--- src/rtl/murmur3_byte_hash_macros.svh ---
// Assertion macros shared by the murmur3 byte hash RTL.
// Each macro samples on clk and is disabled while rst_n is low.
`ifndef MURMUR3_BYTE_HASH_MACROS_SVH
`define MURMUR3_BYTE_HASH_MACROS_SVH

// Same-cycle implication.
`define MBH_ASSERT_IMP(lbl, ante, cons, msg) \
  lbl: assert property (@(posedge clk) disable iff (!rst_n) (ante) |-> (cons)) \
    else $error(msg);

// Next-cycle implication.
`define MBH_ASSERT_NXT(lbl, ante, cons, msg) \
  lbl: assert property (@(posedge clk) disable iff (!rst_n) (ante) |=> (cons)) \
    else $error(msg);

`endif

--- src/rtl/mbh_pkg.sv ---
// Package for the murmur3 byte hash: constants and controller/datapath structs.
// No dependencies.
`timescale 1ns / 1ps
`default_nettype none

package mbh_pkg;

  localparam int unsigned WORD_W = 32;
  localparam int unsigned CNT_W  = 3;

  localparam logic [WORD_W-1:0] MUL_C1     = 32'hcc9e2d51;
  localparam logic [WORD_W-1:0] MUL_C2     = 32'h1b873593;
  localparam logic [WORD_W-1:0] MIX_ADD    = 32'he6546b64;
  localparam logic [WORD_W-1:0] FIN_C1     = 32'h85ebca6b;
  localparam logic [WORD_W-1:0] FIN_C2     = 32'hc2b2ae35;
  localparam logic [WORD_W-1:0] SEED_RESET = 32'h1b873593;

  localparam logic [CNT_W-1:0] FULL_CNT = 3'd4;

  // controller -> datapath
  typedef struct packed {
    logic load;  // item accepted: first scramble product
    logic mix;   // second scramble product, fold into hash
    logic fin1;  // fold length, first avalanche product
    logic fin2;  // second avalanche product
    logic emit;  // finish avalanche into output register, rearm
  } cmd_t;

  // datapath -> controller
  typedef struct packed {
    logic last;      // current item is the last word of a key
    logic out_full;  // output register holds a result not taken this cycle
  } stat_t;

endpackage

`default_nettype wire

--- src/rtl/mbh_ctrl.sv ---
// Controller state machine for the murmur3 byte hash.
// Depends on mbh_pkg and murmur3_byte_hash_macros.svh.
`timescale 1ns / 1ps
`default_nettype none
`include "murmur3_byte_hash_macros.svh"

module mbh_ctrl (
  input  wire logic          clk,
  input  wire logic          rst_n,
  input  wire logic          in_tvalid,
  output logic               in_tready,
  input  wire mbh_pkg::stat_t stat,
  output mbh_pkg::cmd_t      cmd
);

  localparam logic [2:0] S_IDLE = 3'd0;
  localparam logic [2:0] S_MIX  = 3'd1;
  localparam logic [2:0] S_FIN1 = 3'd2;
  localparam logic [2:0] S_FIN2 = 3'd3;
  localparam logic [2:0] S_FIN3 = 3'd4;

  logic [2:0] state_r, state_nxt;

  always_comb begin
    cmd       = '0;
    in_tready = 1'b0;
    state_nxt = state_r;
    unique case (state_r)
      S_IDLE: begin
        in_tready = 1'b1;
        if (in_tvalid) begin
          cmd.load  = 1'b1;
          state_nxt = S_MIX;
        end
      end
      S_MIX: begin
        cmd.mix   = 1'b1;
        state_nxt = stat.last ? S_FIN1 : S_IDLE;
      end
      S_FIN1: begin
        cmd.fin1  = 1'b1;
        state_nxt = S_FIN2;
      end
      S_FIN2: begin
        cmd.fin2  = 1'b1;
        state_nxt = S_FIN3;
      end
      S_FIN3: begin
        // hold until the output register can take the result
        if (!stat.out_full) begin
          cmd.emit  = 1'b1;
          state_nxt = S_IDLE;
        end
      end
      default: begin
        state_nxt = S_IDLE;
      end
    endcase
  end

  always_ff @(posedge clk) begin
    if (!rst_n) begin
      state_r <= S_IDLE;
    end else begin
      state_r <= state_nxt;
    end
  end

  `MBH_ASSERT_NXT(a_accept_mix, in_tvalid && in_tready, state_r == S_MIX, "accept not followed by mix")
  `MBH_ASSERT_NXT(a_stall_hold, state_r == S_FIN3 && stat.out_full, state_r == S_FIN3, "result dropped on stall")
  `MBH_ASSERT_IMP(a_emit_free, cmd.emit, !stat.out_full, "emit into full output register")

endmodule

`default_nettype wire

--- src/rtl/mbh_dpath.sv ---
// Datapath for the murmur3 byte hash: seed, running hash, length, one shared
// 32x32 multiplier and the output register. Depends on mbh_pkg and the macros header.
`timescale 1ns / 1ps
`default_nettype none
`include "murmur3_byte_hash_macros.svh"

module mbh_dpath #(
  parameter logic [31:0] SEED_INIT = mbh_pkg::SEED_RESET
) (
  input  wire logic                        clk,
  input  wire logic                        rst_n,
  input  wire logic                        cfg_wr_en,
  input  wire logic [mbh_pkg::WORD_W-1:0]  cfg_wr_data,
  input  wire logic [mbh_pkg::WORD_W-1:0]  in_data_word,
  input  wire logic [mbh_pkg::CNT_W-1:0]   in_byte_count,
  input  wire logic                        in_last,
  input  wire mbh_pkg::cmd_t               cmd,
  output mbh_pkg::stat_t                   stat,
  input  wire logic                        out_tready,
  output logic                             out_tvalid,
  output logic [mbh_pkg::WORD_W-1:0]       out_hash
);

  logic [31:0] seed_r;
  logic [31:0] h_r, h_nxt;
  logic [31:0] total_r;
  logic        in_key_r;
  logic [31:0] prod_r;
  logic [2:0]  cnt_r;
  logic        last_r;
  logic        out_valid_r;
  logic [31:0] out_hash_r;

  logic [2:0]  cnt_sat;
  logic [31:0] tail_mask;
  logic [31:0] mul_a, mul_b, mul_p;
  logic [31:0] h_base, hx, hr, blk;
  logic [31:0] x0, x1, y;
  logic        is_block;

  assign cnt_sat = (in_byte_count > mbh_pkg::FULL_CNT) ? mbh_pkg::FULL_CNT : in_byte_count;

  // bytes beyond the count are dropped on a last word
  always_comb begin
    tail_mask = '1;
    if (in_last) begin
      unique case (cnt_sat)
        3'd0:    tail_mask = 32'h0000_0000;
        3'd1:    tail_mask = 32'h0000_00ff;
        3'd2:    tail_mask = 32'h0000_ffff;
        3'd3:    tail_mask = 32'h00ff_ffff;
        default: tail_mask = 32'hffff_ffff;
      endcase
    end
  end

  assign x0 = h_r ^ (total_r + {29'd0, cnt_r});
  assign x1 = x0 ^ (x0 >> 16);
  assign y  = prod_r ^ (prod_r >> 13);

  always_comb begin
    priority if (cmd.mix) begin
      mul_a = {prod_r[16:0], prod_r[31:17]};
      mul_b = mbh_pkg::MUL_C2;
    end else if (cmd.fin1) begin
      mul_a = x1;
      mul_b = mbh_pkg::FIN_C1;
    end else if (cmd.fin2) begin
      mul_a = y;
      mul_b = mbh_pkg::FIN_C2;
    end else begin
      mul_a = in_data_word & tail_mask;
      mul_b = mbh_pkg::MUL_C1;
    end
  end

  assign mul_p = mul_a * mul_b;

  assign h_base   = in_key_r ? h_r : seed_r;
  assign hx       = h_base ^ mul_p;
  assign hr       = {hx[18:0], hx[31:19]};
  assign blk      = (hr << 2) + hr + mbh_pkg::MIX_ADD;
  assign is_block = !last_r || (cnt_r == mbh_pkg::FULL_CNT);
  assign h_nxt    = is_block ? blk : hx;

  always_ff @(posedge clk) begin
    if (!rst_n) begin
      seed_r      <= SEED_INIT;
      total_r     <= '0;
      in_key_r    <= 1'b0;
      out_valid_r <= 1'b0;
    end else begin
      if (cfg_wr_en) begin
        seed_r <= cfg_wr_data;
      end
      if (cmd.mix) begin
        in_key_r <= 1'b1;
        if (!last_r) begin
          total_r <= total_r + 32'd4;
        end
      end
      if (cmd.emit) begin
        in_key_r <= 1'b0;
        total_r  <= '0;
      end
      out_valid_r <= cmd.emit || (out_valid_r && !out_tready);
    end
  end

  always_ff @(posedge clk) begin
    if (cmd.load) begin
      cnt_r  <= cnt_sat;
      last_r <= in_last;
    end
    if (cmd.load || cmd.fin1 || cmd.fin2) begin
      prod_r <= mul_p;
    end
    if (cmd.mix) begin
      h_r <= h_nxt;
    end
    if (cmd.emit) begin
      out_hash_r <= prod_r ^ (prod_r >> 16);
    end
  end

  assign stat.last     = last_r;
  assign stat.out_full = out_valid_r && !out_tready;
  assign out_tvalid    = out_valid_r;
  assign out_hash      = out_hash_r;

  `MBH_ASSERT_NXT(a_emit_valid, cmd.emit, out_valid_r, "emitted result not presented")
  `MBH_ASSERT_NXT(a_emit_rearm, cmd.emit, !in_key_r && (total_r == 32'd0), "key state not rearmed")
  `MBH_ASSERT_IMP(a_cnt_range, cmd.mix, cnt_r <= mbh_pkg::FULL_CNT, "byte count not saturated")

endmodule

`default_nettype wire

--- src/rtl/murmur3_byte_hash.sv ---
// Murmur3 byte hash, top level: seed register port, input and result streams.
// Depends on mbh_pkg, mbh_ctrl and mbh_dpath.
//
// Usage:
//   in_*  : key words, little endian. in_tdata = {byte_count[2:0], data_word[31:0]}
//           zero-padded to 40 bits; in_tlast marks the final word of a key,
//           whose byte_count (0..4, 5..7 act as 4) gives its valid bytes.
//   out_* : one 32-bit hash per key, in out_tdata.
//   cfg_* : seed write, takes effect at the start of the next key.
// Timing:
//   A non-last word is accepted, then scrambled and mixed; one 32x32
//   multiplier is shared for both scramble products.
//   A last word goes through accept, mix, two avalanche multiplies, finish.
//   The hash is valid in the cycle after the finish step and stays until taken.
// Stall: the output register holds the result; the next key's words are still
//   accepted, and only a following key's finish step waits for the register.
// Reset (synchronous, rst_n low): seed returns to its default, the length
//   count and key state clear, any pending result is dropped.
`timescale 1ns / 1ps
`default_nettype none

module murmur3_byte_hash #(
  parameter logic [31:0] SEED_INIT = mbh_pkg::SEED_RESET
) (
  input  wire logic        clk,
  input  wire logic        rst_n,
  input  wire logic        cfg_wr_en,
  input  wire logic [31:0] cfg_wr_data,
  input  wire logic        in_tvalid,
  output logic             in_tready,
  input  wire logic [39:0] in_tdata,   // [31:0] data_word, [34:32] byte_count, rest zero
  input  wire logic        in_tlast,
  output logic             out_tvalid,
  input  wire logic        out_tready,
  output logic [31:0]      out_tdata   // [31:0] hash_value
);

  mbh_pkg::cmd_t  cmd;
  mbh_pkg::stat_t stat;

  mbh_ctrl u_ctrl (
    .clk       (clk),
    .rst_n     (rst_n),
    .in_tvalid (in_tvalid),
    .in_tready (in_tready),
    .stat      (stat),
    .cmd       (cmd)
  );

  mbh_dpath #(
    .SEED_INIT (SEED_INIT)
  ) u_dpath (
    .clk           (clk),
    .rst_n         (rst_n),
    .cfg_wr_en     (cfg_wr_en),
    .cfg_wr_data   (cfg_wr_data),
    .in_data_word  (in_tdata[31:0]),
    .in_byte_count (in_tdata[34:32]),
    .in_last       (in_tlast),
    .cmd           (cmd),
    .stat          (stat),
    .out_tready    (out_tready),
    .out_tvalid    (out_tvalid),
    .out_hash      (out_tdata)
  );

endmodule

`default_nettype wire

--- config.mk ---
export PLATFORM = sky130hd
export DESIGN_NAME = murmur3_byte_hash
export DESIGN_NICKNAME = d
export VERILOG_FILES = /design/src/rtl/mbh_pkg.sv /design/src/rtl/mbh_ctrl.sv /design/src/rtl/mbh_dpath.sv /design/src/rtl/murmur3_byte_hash.sv
export VERILOG_INCLUDE_DIRS = /design/src /design/src/rtl
export SDC_FILE = /design/constraint.sdc
export NUM_CORES = 2
export LEC_CHECK = 0
export BUFFER_PORTS_ARGS = -buffer_cell sky130_fd_sc_hd__buf_4
export CORE_UTILIZATION = 55
export CTS_BUF_LIST = sky130_fd_sc_hd__clkbuf_2 sky130_fd_sc_hd__clkbuf_4 sky130_fd_sc_hd__clkbuf_8
export CTS_CLUSTER_DIAMETER = 50
export CTS_CLUSTER_SIZE = 8
export DETAILED_ROUTE_END_ITERATION = 16
export MAX_ROUTING_LAYER = met4
export PLACE_DENSITY = 0.72
export SYNTH_ARGS = -nofsm -noshare
export SYNTH_HDL_FRONTEND = slang
export SYNTH_HIERARCHICAL = 1
export SYNTH_SLANG_ARGS = --single-unit
--- constraint.sdc ---
create_clock -name clk -period 38.9 [get_ports clk]
set_input_delay 7.78 -clock clk [delete_from_list [all_inputs] [get_ports clk]]
set_output_delay 7.78 -clock clk [all_outputs]
set_load 0.05 [all_outputs]
======== Word level (Yosys, flattened, before mapping) ========
Cells that the tools add are included.
W data, S select, Z words.
word-level totals
  bits in registers ....................... 169
  input bits .............................. 78
  output and inout bits ................... 34
  logic and storage cells ................. 69
cells by class
  add/sub/neg operators ................... 4
  $mul .................................... 1
  $lt $le $gt $ge ......................... 1
  equal/unequal tests ..................... 10
  mux-type cells .......................... 23
  bitwise gates (word level) .............. 8
  reduce and logical (&&, ||, !) cells .... 12
operators with widths
  cell                      count
  $mux W32                  8
  $pmux W32 S4              1
  $xor A32 B16 Y32          2
  $xor A32 B32 Y32          2
  $add A32 B3 Y32           1
  $add A32 B3 Y32 const B   1
  $add A32 B32 Y32          1
  $add A32 B32 Y32 const B  1
  $and A32 B32 Y32          1
  $mul A32 B32 Y32          1
  $xor A32 B19 Y32          1
  $mux W28                  1
  $pmux W3 S5               1
  $eq A3 B2 Y1 const B      4
  $mux W3                   3
  $mux W1                   8
  $eq A3 B1 Y1 const B      2
  $eq A3 B3 Y1 const B      2
  $logic_not A3 Y1          2
  $logic_or A1 B1 Y1        4
  $ne A2 B2 Y1 const B      2
  $reduce_and A2 Y1         2
  $gt A3 B3 Y1 const B      1
  $logic_not A1 Y1          2
  4 further kinds           5

======== Depth between registers and ports, before layout ========
  depth after elaboration ................. 14
  mapped depth ............................ 52

======== Cells and area by module ========
The synthesis kept the hierarchy.
modules (own cells, without submodules)
  module     instances  cells an instance  area an instance (um^2)  seq. area each (um^2)
  mbh_dpath  1          2,676              25,241.7                 4,284.1
  mbh_ctrl   1          18                 161.4                    60.1

======== Least setup slack after synthesis ========
No wires, ideal clock.
  kind .................................... input port to flip-flop
  start ................................... in in_tdata[34]
  end ..................................... reg u_dpath.h_r[29], data pin
  setup time .............................. 0.260 ns
  arrival time ............................ 18.474 ns
  setup slack ............................. 20.166 ns
  stages .................................. 50
  buffers on the path ..................... 1
  cells stage by stage .................... or3b_1 -> clkbuf_1 -> and3_1 -> a21oi_1 -> nor2_1 -> a21oi_1 -> nor2_1 -> a21oi_1 -> inv_1 -> nand2_1 -> inv_1 -> fa_1 -> inv_1 -> fa_1 -> inv_1 -> fa_1 -> inv_1 -> fa_1 -> [... 14 more ...] -> a21boi_0 -> mux4_2 -> or2_2 -> inv_1 -> ha_1 -> ha_1 -> fa_1 -> a21o_1 -> a21oi_1 -> o21bai_1 -> a21oi_1 -> o21ai_0 -> a21oi_1 -> a21oi_1 -> o41ai_1 -> o21ba_2 -> xnor2_1 -> mux2_2
between the ends
  longest elaborated chain between the ends .. 14
  elaborated cells on any way between the ends .. 17
ends and longest elaborated chain
  item                                  line                     text
  start: declaration                    murmur3_byte_hash.sv:31  input wire logic [39:0] in_tdata,
  $gt A3 B3 Y1                          mbh_dpath.sv:41          assign cnt_sat = (in_byte_count > mbh_pkg::FULL_CNT) ? mbh_pkg::FULL_CNT : in_byte_count;
  $mux W3 (*)                           mbh_dpath.sv:41
  $eq A3 B2 Y1 (tied with other cells)  mbh_dpath.sv:47          unique case (cnt_sat)
  $pmux W32 S4 (*)                      mbh_dpath.sv:47
  $mux W32 (*)                          mbh_dpath.sv:46          if (in_last) begin
  $and A32 B32 Y32 (*)                  mbh_dpath.sv:72          mul_a = in_data_word & tail_mask;
  $mux W32 (*)                          mbh_dpath.sv:68          end else if (cmd.fin2) begin
  $mux W32 (*)                          mbh_dpath.sv:65          end else if (cmd.fin1) begin
  $mux W32 (*)                          mbh_dpath.sv:62          priority if (cmd.mix) begin
  $mul A32 B32 Y32 (*)                  mbh_dpath.sv:77          assign mul_p = mul_a * mul_b;
  $xor A32 B32 Y32 (*)                  mbh_dpath.sv:80          assign hx = h_base ^ mul_p;
  $add A32 B32 Y32 (2 in series)        mbh_dpath.sv:82          assign blk = (hr << 2) + hr + mbh_pkg::MIX_ADD;
  $mux W32 (*)                          mbh_dpath.sv:84          assign h_nxt = is_block ? blk : hx;
  via u_dpath.h_nxt[29]                 mbh_dpath.sv:25          logic [31:0] h_r, h_nxt;
  end signal: assignment                mbh_dpath.sv:119         h_r <= h_nxt;
  end: declaration                      mbh_dpath.sv:25
Mark *: on every way through the listed nets, which the timed path passes. The rest lies on a longest branch.
A chain may end at the register's enable or synchronous reset.

======== Worst setup path after layout ========
Same ends and word-level chain as after synthesis.

==> flow_metrics.py <==
metrics = {
    "routing": {
        "ant_nets": 0,
        "vias": 19700,
        "number_of_violations_reported_at_the_end_of_detailed_routing_iteration_0": 1975,
        "drc": 0,
        "postRouteWirelength_microns": 93400,
        "detail_route.wl_per_cell_microns": 27.7,
        "first_pass_iters": 6,
        "route.detailed.vias_per_inst": 5.85,
    },
    "cts": {
        "ctsHoldBuffers": 0,
        "clk_transition_reported_paths_ns": 0.11,
        "tritoncts": "yes",
        "cell_at_the_root_of_the_clock_tree": "sky130_fd_sc_hd__clkbuf_8",
        "cts_htree_levels": 4,
        "cts_resized": 0,
        "cts_buffer_depth": 2,
        "clkSinkCount": 167,
        "clk_latency_ns": 0.51,
        "numCtsBuffers": 17,
        "cts_setup_buffers": 0,
    },
    "setup_path": {
        "crit_start": "in_tdata[34]",
        "worst_path_max_stage_delay_ns": 0.62,
        "timing.critical_path.to_type": "flop",
        "timing.rr.start": "u_ctrl/state_r[1]",
        "critical-path-slowest-cell": "sky130_fd_sc_hd__or3b_1",
        "worstSetupStartpointType": "input pin",
        "setup.worst_path.class": "in2reg",
        "critical_path_required_ns": 39.15,
        "crit_arrival_ns": 21.11,
        "timing.critical_path.fanout_max": 9,
    },
    "synth": {
        "syn_nets": 3355,
        "ys_async_sr_fraction": 0,
        "synth.area.top_cells": "sky130_fd_sc_hd__fa_1 32%, sky130_fd_sc_hd__edfxtp_1 12%, sky130_fd_sc_hd__ha_1 8.9%",
        "synth_enable_flop_cells": 100,
        "synth_seq_cells": 167,
        "seq_area_frac_synth": 0.171,
        "syn-mean-instance-area_sq_um": 9.43,
        "yosys_warnings": 6,
        "synthesis.area_sq_mm": 0.0254,
        "gate_count_post_synth": 2694,
        "synth_top_flop_cell": "sky130_fd_sc_hd__edfxtp_1",
        "synth_top_area_cell": "sky130_fd_sc_hd__fa_1",
        "synth_largest_type_area_fraction": 0.317,
        "post_synth_num_cell_types": 85,
    },
    "cells_and_area": {
        "mostFrequentLayoutCell": "sky130_fd_sc_hd__inv_1",
        "ratio_of_cells_with_drive_above_1_in_the_final_layout": 0.0808,
        "final_cell_mix": "600 x sky130_fd_sc_hd__inv_1, 402 x sky130_fd_sc_hd__fa_1, 245 x sky130_fd_sc_hd__nand2_1, 181 x sky130_fd_sc_hd__ha_1, 151 x sky130_fd_sc_hd__nor2_1",
        "synthToLayoutAreaGrowth_pct": 7.35,
        "finish.cell_count_without_fillers": 3371,
        "layout.nets": 3419,
        "antenna_fix_cells": 0,
    },
    "die": {
        "die_area_sq_mm": 0.0470,
        "io_pins": 112,
        "die_h_microns": 217,
        "total_number_of_placement_rows": 78,
        "core_area_sq_mm": 0.0455,
        "floorplan.initialDensity": 0.559,
        "die_w_microns": 217,
    },
    "global_routing": {
        "grt_pass1_wl_microns": 136000,
        "grt_antenna_before_repair": 0,
        "first_global_vias": 20400,
        "grt_start_max_net_pins": 73,
        "track_usage": 0.422,
        "globalRouteOverflowTotal": 0,
    },
    "timing": {
        "report.final.setup_viol": 0,
        "fin_tns_setup_ns": 0,
        "drv_slew": 0,
        "whs_ns": 0.491,
        "final_period_utilization": 0.536,
        "finClkSkew_ns": 0.0243,
        "max-slew-margin-rel": 0.221,
        "timing.fmax_ghz": 0.0479,
        "finalHoldViolations": 0,
        "setup_repair_after_global_routing_missed_its_margin": "false",
        "period_needed_ns": 20.86,
        "timing_worst_slew_pin_value_ns": 1.17,
    },
    "hold_path": {
        "hold_path.startpoint": "u_dpath/seed_r[27]",
        "hold_path.class": "reg2reg",
    },
    "run": {
        "max_cap_viol_count": 0,
    },
    "place": {
        "dpl.cell_count": 3339,
        "weighted_congestion_at_the_end_of_routability_driven_global_placement": 1.06,
        "dp_hpwl_microns": 80200,
        "port_buffers": 106,
    },
    "outcome": {
        "outcome": "finished clean",
    },
}
==> kinds of logic after synthesis <==
kind of cell,count (synthesis),share of synthesized area
adders and majority gates,583,0.406
buffers and inverters,689,0.102
xor gates and xnor gates,267,0.0995
AOI/OAI and AO/OA,284,0.0714
and+or+nand+nor,622,0.117
other,1,0.000148
DFF,167,0.171
muxes,81,0.0327
==> synth_stat cells, types with 14 or more instances <==
cell type	number
sky130_fd_sc_hd__a21o_1	25
sky130_fd_sc_hd__a21oi_1	83
sky130_fd_sc_hd__a31oi_1	16
sky130_fd_sc_hd__and2_1	24
sky130_fd_sc_hd__buf_1	14
sky130_fd_sc_hd__clkbuf_1	60
sky130_fd_sc_hd__dfxtp_1	67
sky130_fd_sc_hd__edfxtp_1	100
sky130_fd_sc_hd__fa_1	402
sky130_fd_sc_hd__ha_1	181
sky130_fd_sc_hd__inv_1	600
sky130_fd_sc_hd__mux2i_1	75
sky130_fd_sc_hd__nand2_1	245
sky130_fd_sc_hd__nand2b_1	21
sky130_fd_sc_hd__nand3_1	35
sky130_fd_sc_hd__nor2_1	154
sky130_fd_sc_hd__nor2b_1	31
sky130_fd_sc_hd__nor3_1	18
sky130_fd_sc_hd__o21ai_0	66
sky130_fd_sc_hd__or2_2	15
sky130_fd_sc_hd__xnor2_1	148
sky130_fd_sc_hd__xor2_1	105
==> per-layer routing <==
metal | up-vias | GRT usage | wire (microns)
met4 | 0 | 0.217 | 5870
met1 | 9896 | 0.542 | 36600
met5 | - | - | 0
met2 | 1070 | 0.643 | 42500
li1 | 8539 | - | -
met3 | 226 | 0.0735 | 8360
==> final timing paths <==
| check | endpoint | slack (ns) | cells after the start |
|---|---|---|---|
| setup reg to reg | u_dpath/h_r[29] | 23.48 | 41 |
| hold / removal | u_dpath/seed_r[27] | 0.49 | 2 |
| setup / recovery | u_dpath/h_r[29] | 18.04 | 47 |
| hold reg to reg | u_dpath/seed_r[27] | 0.49 | 2 |
==> per-stage QoR <==
step	setup slack [ns]	cell area [sq um]	util
finish	18.04	27300	0.600
floorplan	20.17	25400	-
CTS	18.32	27300	0.600
global placement	17.96	26800	0.590
global route	17.46	27300	0.600
detailed placement	17.84	26800	0.590
==> flip-flops by register name, summed over array words and instances, names as in the netlist <==
name / cells
u_ctrl/state_r: 3
u_dpath/cnt_r: 3
u_dpath/h_r: 32
u_dpath/in_key_r: 1
u_dpath/last_r: 1
u_dpath/out_hash: 32
u_dpath/out_tvalid: 1
u_dpath/prod_r: 32
u_dpath/seed_r: 32
u_dpath/total_r: 30
==> final cells by class <==
class	count	area, sq um
fill	4069	18200
clock buffer	17	234
multi-input combinational	1838	18500
clock inverter	15	218
timing repair buffer	129	968
tap	600	751
inverter	605	2270
sequential	167	4350
==> critical path, delay by kind of cell <==
family          cells  cell delay (ns)
compound gates     16             4.43
xor+xnor            1             0.07
fa+ha+maj          12             4.98
buf+inv             8             0.78
mux                 2             0.84
simple gates        8             2.19
Power is left out: the tool's default activity adds up to more than one toggle a clock period on the data nets, which glitch-free logic cannot reach.
